File: config.mk
export PLATFORM = sky130hd
export DESIGN_NAME = fpst_ctrl
export DESIGN_NICKNAME = d
export VERILOG_FILES = /design/src/rtl/fpst_pkg.sv /design/src/rtl/fpst_ctrl.sv
export SDC_FILE = /design/constraint.sdc
export NUM_CORES = 1
export LEC_CHECK = 0
export BUFFER_PORTS_ARGS = -buffer_cell sky130_fd_sc_hd__buf_2
export CAP_MARGIN = 20
export CORE_AREA = 2 2 39 41
export DETAILED_ROUTE_END_ITERATION = 10
export DIE_AREA = 0 0 41 43
export HOLD_SLACK_MARGIN = 0.05
export PLACE_DENSITY = 0.41
export SLEW_MARGIN = 20
export SYNTH_ARGS = -nofsm -noshare
export SYNTH_HDL_FRONTEND = slang
export SYNTH_SLANG_ARGS = --single-unit
File: constraint.sdc
create_clock -name clk -period 1.9 [get_ports clk]
set_input_delay 0.19 -clock clk [delete_from_list [all_inputs] [get_ports clk]]
set_output_delay 0.19 -clock clk [all_outputs]
set_load 0.05 [all_outputs]
File: src/rtl/fpst_pkg.sv
`default_nettype none

package fpst_pkg;

  localparam int POS_W   = 11;
  localparam int DELTA_W = 16;
  localparam int SUM_W   = 32;
  localparam int SIZE_W  = 11;
  // Walk index: an upward walk may step to twice the active size.
  localparam int IDX_W   = 12;

  localparam int DEF_MAX_SIZE = 1024;

  localparam logic [SIZE_W-1:0] ACTIVE_SIZE_RST = 11'd1024;

  localparam logic MODE_ADD   = 1'b0;
  localparam logic MODE_QUERY = 1'b1;

  typedef struct packed {
    logic start;
    logic step;
    logic clr;
    logic out_load;
  } ctl_cmd_t;

  typedef struct packed {
    logic walk_more;
    logic query;
    logic clear_last;
  } ctl_sts_t;

endpackage

`default_nettype wire

File: src/rtl/fpst_ctrl.sv
`default_nettype none

module fpst_ctrl (
  input  wire logic               clk,
  input  wire logic               rst_n,
  input  wire logic               in_valid,
  output logic                    in_ready,
  output logic                    out_valid,
  input  wire logic               out_ready,
  input  wire fpst_pkg::ctl_sts_t sts,
  output fpst_pkg::ctl_cmd_t      cmd
);

  typedef enum logic [1:0] {
    ST_CLEAR,
    ST_IDLE,
    ST_WALK,
    ST_DONE
  } state_t;

  state_t state_r, state_nxt;
  logic   in_ready_r, in_ready_nxt;
  logic   out_valid_r, out_valid_nxt;

  always_comb begin
    state_nxt     = state_r;
    in_ready_nxt  = in_ready_r;
    out_valid_nxt = out_valid_r && !out_ready;
    cmd           = '0;
    unique case (state_r)
      ST_CLEAR: begin
        cmd.clr = 1'b1;
        if (sts.clear_last) begin
          state_nxt    = ST_IDLE;
          in_ready_nxt = 1'b1;
        end
      end
      ST_IDLE: begin
        if (in_valid) begin
          cmd.start    = 1'b1;
          state_nxt    = ST_WALK;
          in_ready_nxt = 1'b0;
        end
      end
      ST_WALK: begin
        if (sts.walk_more) begin
          cmd.step = 1'b1;
        end else if (sts.query) begin
          state_nxt = ST_DONE;
        end else begin
          state_nxt    = ST_IDLE;
          in_ready_nxt = 1'b1;
        end
      end
      ST_DONE: begin
        if (!out_valid_r || out_ready) begin
          cmd.out_load  = 1'b1;
          out_valid_nxt = 1'b1;
          state_nxt     = ST_IDLE;
          in_ready_nxt  = 1'b1;
        end
      end
      default: begin
        state_nxt = ST_CLEAR;
      end
    endcase
  end

  always_ff @(posedge clk) begin
    if (!rst_n) begin
      state_r     <= ST_CLEAR;
      in_ready_r  <= 1'b0;
      out_valid_r <= 1'b0;
    end else begin
      state_r     <= state_nxt;
      in_ready_r  <= in_ready_nxt;
      out_valid_r <= out_valid_nxt;
    end
  end

  assign in_ready  = in_ready_r;
  assign out_valid = out_valid_r;

endmodule

`default_nettype wire

==> results.txt, run 1 <==
----------------------------------------------------
[Run status]
  Result of the run ... complete, no violations

[Synth]
  Yosys synthesis warning count ... 0
  Cell area after technology mapping ... 285 µm²
  Biggest area contributors in the synthesized netlist ... sky130_fd_sc_hd__dfxtp_1 (28%), sky130_fd_sc_hd__ha_1 (18%), sky130_fd_sc_hd__a2111oi_4 (9.6%)
  Count of distinct cell types in the synthesized netlist ... 15
  Synth area leader ... sky130_fd_sc_hd__dfxtp_1
  Fraction of synthesized cell area taken by the top area cell type ... 28.1%
  Share of synthesized area occupied by flip-flops and latches ... 28.1%
  Synthesis-stage register bit count ... 4
  Post-synthesis instance total ... 29
  Average cell area after synthesis ... 9.84 µm²
  Synth Net Count ... 40

[Pwr]
  Switching fraction of total power ... 43.9%
  Share of power burned in registers ... 26.3%
  Relative contribution of the clock network to total power ... 22.2%
  Internal power of the cells ... 256 µW
  Fraction of power consumed by combinational cells ... 51.5%
  Worst vdd rail ir drop ... 0.000638 V
  LEAKAGE ... 0.190 nW
  Power per Cell Area ... 1180 nW/µm²
  Net Switching ... 200 µW

[STA]
  Top achievable clock speed ... 625 MHz
  Total setup violations reported at the end of the flow ... 0
  Transition time of the tightest slew-check pin ... 0.399 ns
  Normalized max-slew margin ... 73.4%
  Unrepaired setup endpoints after global routing ... no
  Clock period minus final worst setup slack ... 1.60 ns
  Hold Worst Slack ... 0.245 ns
  Worst Skew ... 0.000990 ns
  Final hold viol count ... 0
  Number of max-slew violations in the final report ... 0
  Crit share post-route ... 84.2%
  Setup tns final ... 0 ns

[Die]
  Floorplan Core Area ... 1380 µm²
  Die width ... 41 µm
  Num rows ... 14
  Chip height ... 43 µm
  Top Ports ... 13
  Initial cell density of the core ... 20.6%
  Area enclosed by the die boundary ... 1760 µm²

[Worst setup path]
  Crit. End Element ... flip-flop
  Slowest stage cell on the critical path ... sky130_fd_sc_hd__a2111oi_4
  Critical-path cell list ... inv_1 -> ha_1 -> nor2b_1 -> a2111oi_4 -> nand2_2 -> mux2i_1
  Crit Path Max Fanout ... 4
  Slack of the worst reg-to-reg path ... 0.30 ns
  Startpoint type of the worst setup path ... flip-flop
  Type of the worst setup path ... reg2reg
  Worst endpoint required time ... 2.01 ns
  Largest stage delay on the critical path ... 0.44 ns
  Worst endpoint data arrival time ... 1.71 ns

[Clock tree]
  Quantity of hold-fixing buffers added after cts ... 0
  TritonCTS clock tree ... yes
  Level count of the clock H-tree ... 1
  Longest Clk Path Bufs ... 2
  Clock buffer count from CTS ... 3
  Resized Gates After CTS ... 0
  Clock latency reported for the late side of the worst-skew pair ... 0.23 ns
  Post-CTS setup buffers ... 0
  # clock sinks ... 4
  Worst-path clk slew ... 0.04 ns
  Buffer cell driving the clock tree root ... sky130_fd_sc_hd__clkbuf_4

[Final layout]
  Most used cells in the layout excluding fill and tap cells ... sky130_fd_sc_hd__buf_2 (12), sky130_fd_sc_hd__nand2_1 (4), sky130_fd_sc_hd__ha_1 (4), sky130_fd_sc_hd__dfxtp_1 (4), sky130_fd_sc_hd__clkbuf_4 (3)
  ANT cells ... 0
  Final net count ... 57
  Most common library cell in the layout ignoring fill and taps ... sky130_fd_sc_hd__buf_2
  Share of final-layout standard cells stronger than drive strength 1 ... 43.2%
  FILL cells ... 147
  Syn-to-layout area delta ... 36.0%
  Layout Cells excl Fill ... 60

[Routing]
  Total wire length after detailed routing ... 538 µm
  Initial detailed-routing violation count ... 5
  Remaining design rule violation count ... 0
  Highest metal layer used by the detailed router ... met3
  Antenna Nets Post-Route ... 0
  Via count ... 237
  Via density per instance ... 3.95
  M1 WL ... 246 µm
  DR WL met3 ... 48 µm
  DRT Pass-1 Iters ... 2
  Drt wl/cell ... 8.97 µm
  Met2 routed WL ... 243 µm

[GRT]
  GRT Overall Usage ... 7.63%
  Maximum number of pins on one net before global-route repair ... 7
  Vias in the first global route ... 213
  Number of antenna violations at the first check in global routing ... 0
  Total grt overflow ... 0
  Wire length of the first global-routing pass ... 821 µm

[Place]
  # port buffers ... 12
  Weighted congestion at the end of routability-driven global placement ... 0.693
  Sum of net half-perimeters after detailed placement ... 450 µm
  Placed Cells incl. Taps ... 57

[Hold path]
  Path category of the worst min-delay check ... in2reg

[Job]
  Number of max-cap violations ... 0

----------------------------------------------------
## worst max-delay path, delay by kind of cell, from the launching register on
family	cells	cell delay, ns
simple gates	2	0.23
fa+ha+maj	1	0.21
buf+inv	1	0.08
flops	1	0.38
mux	1	0.13
compound gates	1	0.44
## per-stage QoR
step	worst slack, ns	power [mW]	cell area, µm²	util [%]
3_5_place_dp	0.288	0.358	365	26.4
3_3_place_gp	0.270	0.362	365	26.4
2_1_floorplan	0.154	0.311	285	-
4_1_cts	0.288	0.466	388	28.0
5_1_grt	0.210	0.493	388	28.0
6_report	0.301	0.456	388	28.0
## area by class of cell
type / count / area, µm² / share of cell area [%]
clock buffers: 3 / 22.5 / 5.81
flip-flops and latches: 4 / 80.1 / 20.6
multi-input cells: 23 / 198 / 51.0
inverters: 2 / 7.51 / 1.94
well taps: 16 / 20.0 / 5.16
repair buffers: 12 / 60.1 / 15.5
## power by group through the flow
stage	Combinational [mW]	Sequential [mW]	Clock, mW
final	0.235	0.120	0.101
after global routing	0.254	0.122	0.117
after CTS	0.239	0.119	0.108
after detailed placement	0.237	0.121	0
after global placement	0.240	0.122	0
after floorplan	0.163	0.148	0
## final timing paths
check,start,end,cells past startpoint
worst max-delay path,state_r[0],in_ready,6
worst min register to register,in_ready,in_ready,2
worst min-delay path,rst_n,out_valid,2
worst max register to register,state_r[0],in_ready,6
## Yosys cell counts, drive strengths merged
| master | number |
|---|---|
| and2b | 1 |
| mux2i | 2 |
| nand2b | 2 |
| a2111oi | 1 |
| o21ai | 1 |
| dfxtp | 4 |
| inv | 2 |
| nand4 | 1 |
| nand2 | 5 |
| o21a | 1 |
| nor2b | 3 |
| ha | 4 |
| and2 | 2 |
## state kept, by name, indices dropped and copies added (netlist names)
name / flops
out_valid: 1
state_r: 2
in_ready: 1
## layer usage
layer | global-route usage [%] | up-vias
met5 | 0 | -
met4 | 4.00 | 0
met3 | 6.28 | 0
met2 | 9.69 | 7
met1 | 8.68 | 105
li1 | - | 125
## cell families after synthesis
group           share of synthesized area (%)
compound gates                           14.0
fa+ha+maj                                17.5
buf+inv                                  2.63
flops                                    28.1
mux                                      7.02
simple gates                             30.7
Note: power is estimated with default switching activity, not from simulation.
==> run 2, diff against run 1 <==
--- a/config.mk
+++ b/config.mk
@@ -11,7 +11,7 @@
 export DETAILED_ROUTE_END_ITERATION = 10
 export DIE_AREA = 0 0 41 43
 export HOLD_SLACK_MARGIN = 0.05
-export PLACE_DENSITY = 0.41
+export PLACE_DENSITY = 0.42
 export SLEW_MARGIN = 20
 export SYNTH_ARGS = -nofsm -noshare
 export SYNTH_HDL_FRONTEND = slang
==> constraint.sdc (replaced) <==
create_clock -name clk -period 1.4 [get_ports clk]
set_input_delay 0.14 -clock clk [delete_from_list [all_inputs] [get_ports clk]]
set_output_delay 0.14 -clock clk [all_outputs]
set_load 0.05 [all_outputs]
==> results.txt, run 2 (synthesis gave the netlist of run 1 again) <==
----------------------------------------------------
[Run status]
  Result of the run ... complete, but fails checks
  Failing checks ... setup timing

[Routing]
  Drt wl/cell ... 9.26 µm
  Total wire length after detailed routing ... 565 µm
  Via count ... 258
  Initial detailed-routing violation count ... 3
  Remaining design rule violation count ... 0
  DRT Pass-1 Iters ... 4
  Via density per instance ... 4.23
  Antenna Nets Post-Route ... 0

[Worst setup path]
  Worst endpoint required time ... 1.52 ns
  Startpoint type of the worst setup path ... flip-flop
  Type of the worst setup path ... reg2reg
  Buffers plus inverters on the worst setup path ... 1
  Crit. End Element ... flip-flop
  Largest stage delay on the critical path ... 0.43 ns
  CP top delay family ... compound AO/OA/AOI/OAI gates
  Worst endpoint data arrival time ... 1.55 ns
  Crit Path Max Fanout ... 4
  Critical-path cell list ... inv_4 -> ha_4 -> nor2b_4 -> a2111oi_4 -> nand2_2 -> mux2i_1
  Slowest stage cell on the critical path ... sky130_fd_sc_hd__a2111oi_4

[Clock tree]
  # clock sinks ... 4
  Longest Clk Path Bufs ... 2
  Clock buffer count from CTS ... 3
  Level count of the clock H-tree ... 1
  Post-CTS setup buffers ... 0
  TritonCTS clock tree ... yes
  Clock latency reported for the late side of the worst-skew pair ... 0.23 ns
  Worst-path clk slew ... 0.04 ns
  Buffer cell driving the clock tree root ... sky130_fd_sc_hd__clkbuf_4

[STA]
  Clock period minus final worst setup slack ... 1.43 ns
  Final hold viol count ... 0
  Top achievable clock speed ... 699 MHz
  Final worst slack ... -0.0315 ns
  Transition time of the tightest slew-check pin ... 0.389 ns
  Unrepaired setup endpoints after global routing ... yes
  Crit share post-route ... 102%
  Number of max-slew violations in the final report ... 0
  Normalized max-slew margin ... 74.1%
  Hold Worst Slack ... 0.199 ns
  Worst Skew ... 0.00483 ns
  Total setup violations reported at the end of the flow ... 3

[Die]
  Num rows ... 14
  Initial cell density of the core ... 20.6%
  Chip height ... 43 µm
  Area enclosed by the die boundary ... 1760 µm²
  Die width ... 41 µm
  Top Ports ... 13
  Floorplan Core Area ... 1380 µm²

[Place]
  # port buffers ... 12
  Weighted congestion at the end of routability-driven global placement ... 0.654
  Sum of net half-perimeters after detailed placement ... 481 µm
  DP Area ... 400 µm²
  Worst slack at placement ... -0.0639 ns

[Final layout]
  Syn-to-layout area delta ... 58.3%
  Final non-filler cell area ... 452 µm²
  Final net count ... 58
  Most common library cell in the layout ignoring fill and taps ... sky130_fd_sc_hd__buf_2
  Most flop-heavy register ... state_r
  Most used cells in the layout excluding fill and tap cells ... sky130_fd_sc_hd__buf_2 (10), sky130_fd_sc_hd__nand2_1 (4), sky130_fd_sc_hd__clkbuf_4 (3)
  Flip-flop count of the largest register, all copies and words added ... 2
  ANT cells ... 0
  Share of final-layout standard cells stronger than drive strength 1 ... 62.2%
  Fraction of the core area covered by cells at the end of the flow ... 32.6%

[GRT]
  Grt peak-use layer ... met2
  M3 GR Usage ... 4.71%
  Total grt overflow ... 0
  Routing usage on met2 ... 12.5%
  Vias in the first global route ... 262
  Met1 usage ... 8.31%
  Maximum number of pins on one net before global-route repair ... 7
  Number of antenna violations at the first check in global routing ... 0
  Wire length of the first global-routing pass ... 986 µm
  GRT Overall Usage ... 9.02%

[Pwr]
  Net Switching ... 297 µW
  Internal power of the cells ... 397 µW
  Share of power burned in registers ... 25.6%
  Worst vdd rail ir drop ... 0.000546 V
  Relative contribution of the clock network to total power ... 20.1%
  Fraction of power consumed by combinational cells ... 54.3%
  Power per Cell Area ... 1540 nW/µm²
  LEAKAGE ... 0.208 nW
  Switching fraction of total power ... 42.8%

[Hold path]
  Path category of the worst min-delay check ... in2reg

[Job]
  Number of max-cap violations ... 0

----------------------------------------------------
## run 2: final timing paths
| path | from | to | slack (ns) | cells after the start |
|---|---|---|---|---|
| max | state_r[0] | in_ready | -0.03 | 6 |
| min | rst_n | out_valid | 0.20 | 2 |
| max reg2reg | state_r[0] | in_ready | -0.03 | 6 |
| min reg2reg | in_ready | in_ready | 0.46 | 2 |
## run 2: power by group through the flow
stage               clock [mW]  sequential [mW]  combinational (mW)
floorplan                    0            0.206               0.266
global placement             0            0.167               0.368
detailed placement           0            0.170               0.364
CTS                      0.152            0.177               0.384
global route             0.163            0.182               0.415
finish                   0.140            0.177               0.377
## run 2: area by class of cell
type / instances / area (µm²)
clock buffer: 3 / 22.5
fill: 148 / 932
inverter: 2 / 12.5
multi-input combinational: 23 / 233
sequential: 4 / 87.6
tap: 16 / 20.0
timing repair buffer: 13 / 76.3
## run 2: what timing repair did
action                     CTS  global route
hold buffers                 0             0
pin swaps                    1             2
setup endpoints to repair    4             5
resized for setup            7             1
## run 2: worst reg2reg max path, delay by kind of cell (launching register included)
kind	cells	cell delay [ns]
AND/OR/NAND/NOR	2	0.21
flip-flops	1	0.37
AO/OA/AOI/OAI	1	0.43
buffers and inverters	1	0.05
multiplexers	1	0.13
adder cells (fa/ha/maj)	1	0.14
## run 2: stage by stage
step / std cells / setup TNS (ns) / power, mW
3_5_place_dp: 58 / -0.156 / 0.534
5_1_grt: 61 / -0.434 / 0.760
3_3_place_gp: 58 / -0.114 / 0.535
4_1_cts: 61 / -0.145 / 0.713
2_1_floorplan: 29 / -0.0734 / 0.472
6_report: 61 / -0.0647 / 0.694
## run 2: metal layers
metal  part of all wire, %  wire, µm
met4                   2.5        14
met3                   8.3        47
met1                    40       225
met2                    49       278
met5                     0         0
==> run 3, diff against run 2 <==
--- a/config.mk
+++ b/config.mk
@@ -12,6 +12,7 @@
 export DIE_AREA = 0 0 41 43
 export HOLD_SLACK_MARGIN = 0.05
 export PLACE_DENSITY = 0.42
+export SETUP_SLACK_MARGIN = 0.15
 export SLEW_MARGIN = 20
 export SYNTH_ARGS = -nofsm -noshare
 export SYNTH_HDL_FRONTEND = slang
==> results.txt, run 3 (synthesis gave the netlist of run 1 again) <==
----------------------------------------------------
[Clock tree]
  Worst-path clk slew ... 0.04 ns
  TritonCTS clock tree ... yes
  Level count of the clock H-tree ... 1
  # clock sinks ... 4
  Clock buffer count from CTS ... 3
  Clock latency reported for the late side of the worst-skew pair ... 0.23 ns
  Buffer cell driving the clock tree root ... sky130_fd_sc_hd__clkbuf_4
  Longest Clk Path Bufs ... 2

[Worst setup path]
  Type of the worst setup path ... reg2reg
  Startpoint type of the worst setup path ... flip-flop
  Slack of the worst reg-to-reg path ... -0.04 ns
  Crit Path Max Fanout ... 4
  Crit. End Element ... flip-flop
  Worst endpoint required time ... 1.52 ns
  Setup crit start ... state_r[1]
  Startpoint of the worst register-to-register path ... state_r[1]
  Worst endpoint data arrival time ... 1.56 ns

[GRT]
  Vias in the first global route ... 260
  Total grt overflow ... 0
  GRT Overall Usage ... 8.53%
  Wire length of the first global-routing pass ... 972 µm
  Number of antenna violations at the first check in global routing ... 0
  Maximum number of pins on one net before global-route repair ... 7

[Routing]
  Initial detailed-routing violation count ... 1
  DRT Pass-1 Iters ... 2
  Drt wl/cell ... 9.50 µm
  Via density per instance ... 4.13
  Antenna Nets Post-Route ... 0
  Via count ... 264
  Total wire length after detailed routing ... 608 µm
  Remaining design rule violation count ... 0

[Final layout]
  ANT cells ... 0
  Syn-to-layout area delta ... 71.5%
  Final net count ... 61
  Most common library cell in the layout ignoring fill and taps ... sky130_fd_sc_hd__buf_2
  Fraction of the core area covered by cells at the end of the flow ... 35.4%
  Most used cells in the layout excluding fill and tap cells ... sky130_fd_sc_hd__buf_2 (9), sky130_fd_sc_hd__nand2_1 (4), sky130_fd_sc_hd__buf_4 (4)
  Share of final-layout standard cells stronger than drive strength 1 ... 66.7%
  Flip-flop count of the largest register, all copies and words added ... 2
  Most flop-heavy register ... state_r

[Pwr]
  LEAKAGE ... 0.227 nW
  Post-layout power ... 716 µW
  Power per Cell Area ... 1460 nW/µm²
  Worst vdd rail ir drop ... 0.000634 V

[STA]
  Top achievable clock speed ... 694 MHz
  Number of max-slew violations in the final report ... 0
  Normalized max-slew margin ... 74.7%
  Total setup violations reported at the end of the flow ... 2
  Setup tns final ... -0.0457 ns
  Transition time of the tightest slew-check pin ... 0.379 ns
  Final worst slack ... -0.0410 ns
  Unrepaired setup endpoints after global routing ... yes
  Worst Skew ... 0.00157 ns
  Final hold viol count ... 0
  Crit share post-route ... 103%
  Hold Worst Slack ... 0.184 ns
  Clock period minus final worst setup slack ... 1.44 ns

[Die]
  Num rows ... 14
  Chip height ... 43 µm
  Top Ports ... 13
  Area enclosed by the die boundary ... 1760 µm²
  Die width ... 41 µm
  Initial cell density of the core ... 20.6%
  Floorplan Core Area ... 1380 µm²

[Place]
  Weighted congestion at the end of routability-driven global placement ... 0.706
  Worst slack at placement ... -0.0731 ns
  # port buffers ... 12

[Hold path]
  Hold Path Origin ... rst_n
  Path category of the worst min-delay check ... in2reg

[Run status]
  Result of the run ... complete, but fails checks
  Failing checks ... setup timing

[Job]
  Number of max-cap violations ... 0

----------------------------------------------------
## run 3: changes by cell type in the layout (fill, tap and decap cells not counted), sizes merged
cell / delta
buf: +3
## run 3: per-layer routing
| metal | part of all wire, % | vias up | track usage (%) | wire (µm) |
|---|---|---|---|---|
| met3 | 7.4 | 0 | 3.14 | 45 |
| li1 | - | 135 | - | - |
| met4 | 0 | 0 | 6.00 | 0 |
| met1 | 42 | 118 | 9.94 | 257 |
| met2 | 50 | 11 | 12.2 | 306 |
| met5 | 0 | - | 0 | 0 |
## run 3: area by class of cell
| class | count | area, µm² |
|---|---|---|
| multi-input cells | 23 | 233 |
| flip-flops and latches | 4 | 88.8 |
| repair buffers | 16 | 113 |
| well taps | 16 | 20.0 |
| clock buffers | 3 | 22.5 |
| fillers | 148 | 895 |
| inverters | 2 | 12.5 |
## run 3: timing repair
action                     CTS  global route
pin swaps                    1             2
setup endpoints to repair    6             6
hold buffers                 0             0
setup buffers                1             1
gates resized for setup      8             4
## run 3: path summary, 6_finish.rpt
check / to / cells past startpoint
setup / recovery: in_ready / 6
hold / removal: out_valid / 2
setup reg to reg: in_ready / 6
hold reg to reg: in_ready / 2
## run 3: power by group
part	leakage (nW)	total (mW)	switching, mW	internal [mW]
registers	0.0347	0.180	0.0319	0.148
clock network	0.0138	0.141	0.0455	0.0958
logic	0.179	0.395	0.227	0.167
## run 3: critical path, cell delays in order, from the launching register on
cell and delay (ns):
sky130_fd_sc_hd__dfxtp_4 0.37, sky130_fd_sc_hd__inv_4 0.05, sky130_fd_sc_hd__ha_4 0.15, sky130_fd_sc_hd__nor2b_4 0.12, sky130_fd_sc_hd__a2111oi_4 0.42, sky130_fd_sc_hd__nand2_2 0.09, sky130_fd_sc_hd__mux2i_1 0.13
## run 3: per-stage QoR
step | instances | cell area (µm²)
after floorplan | 29 | 314
after global placement | 59 | 409
after detailed placement | 59 | 409
after CTS | 63 | 463
after global routing | 64 | 489
final | 64 | 489
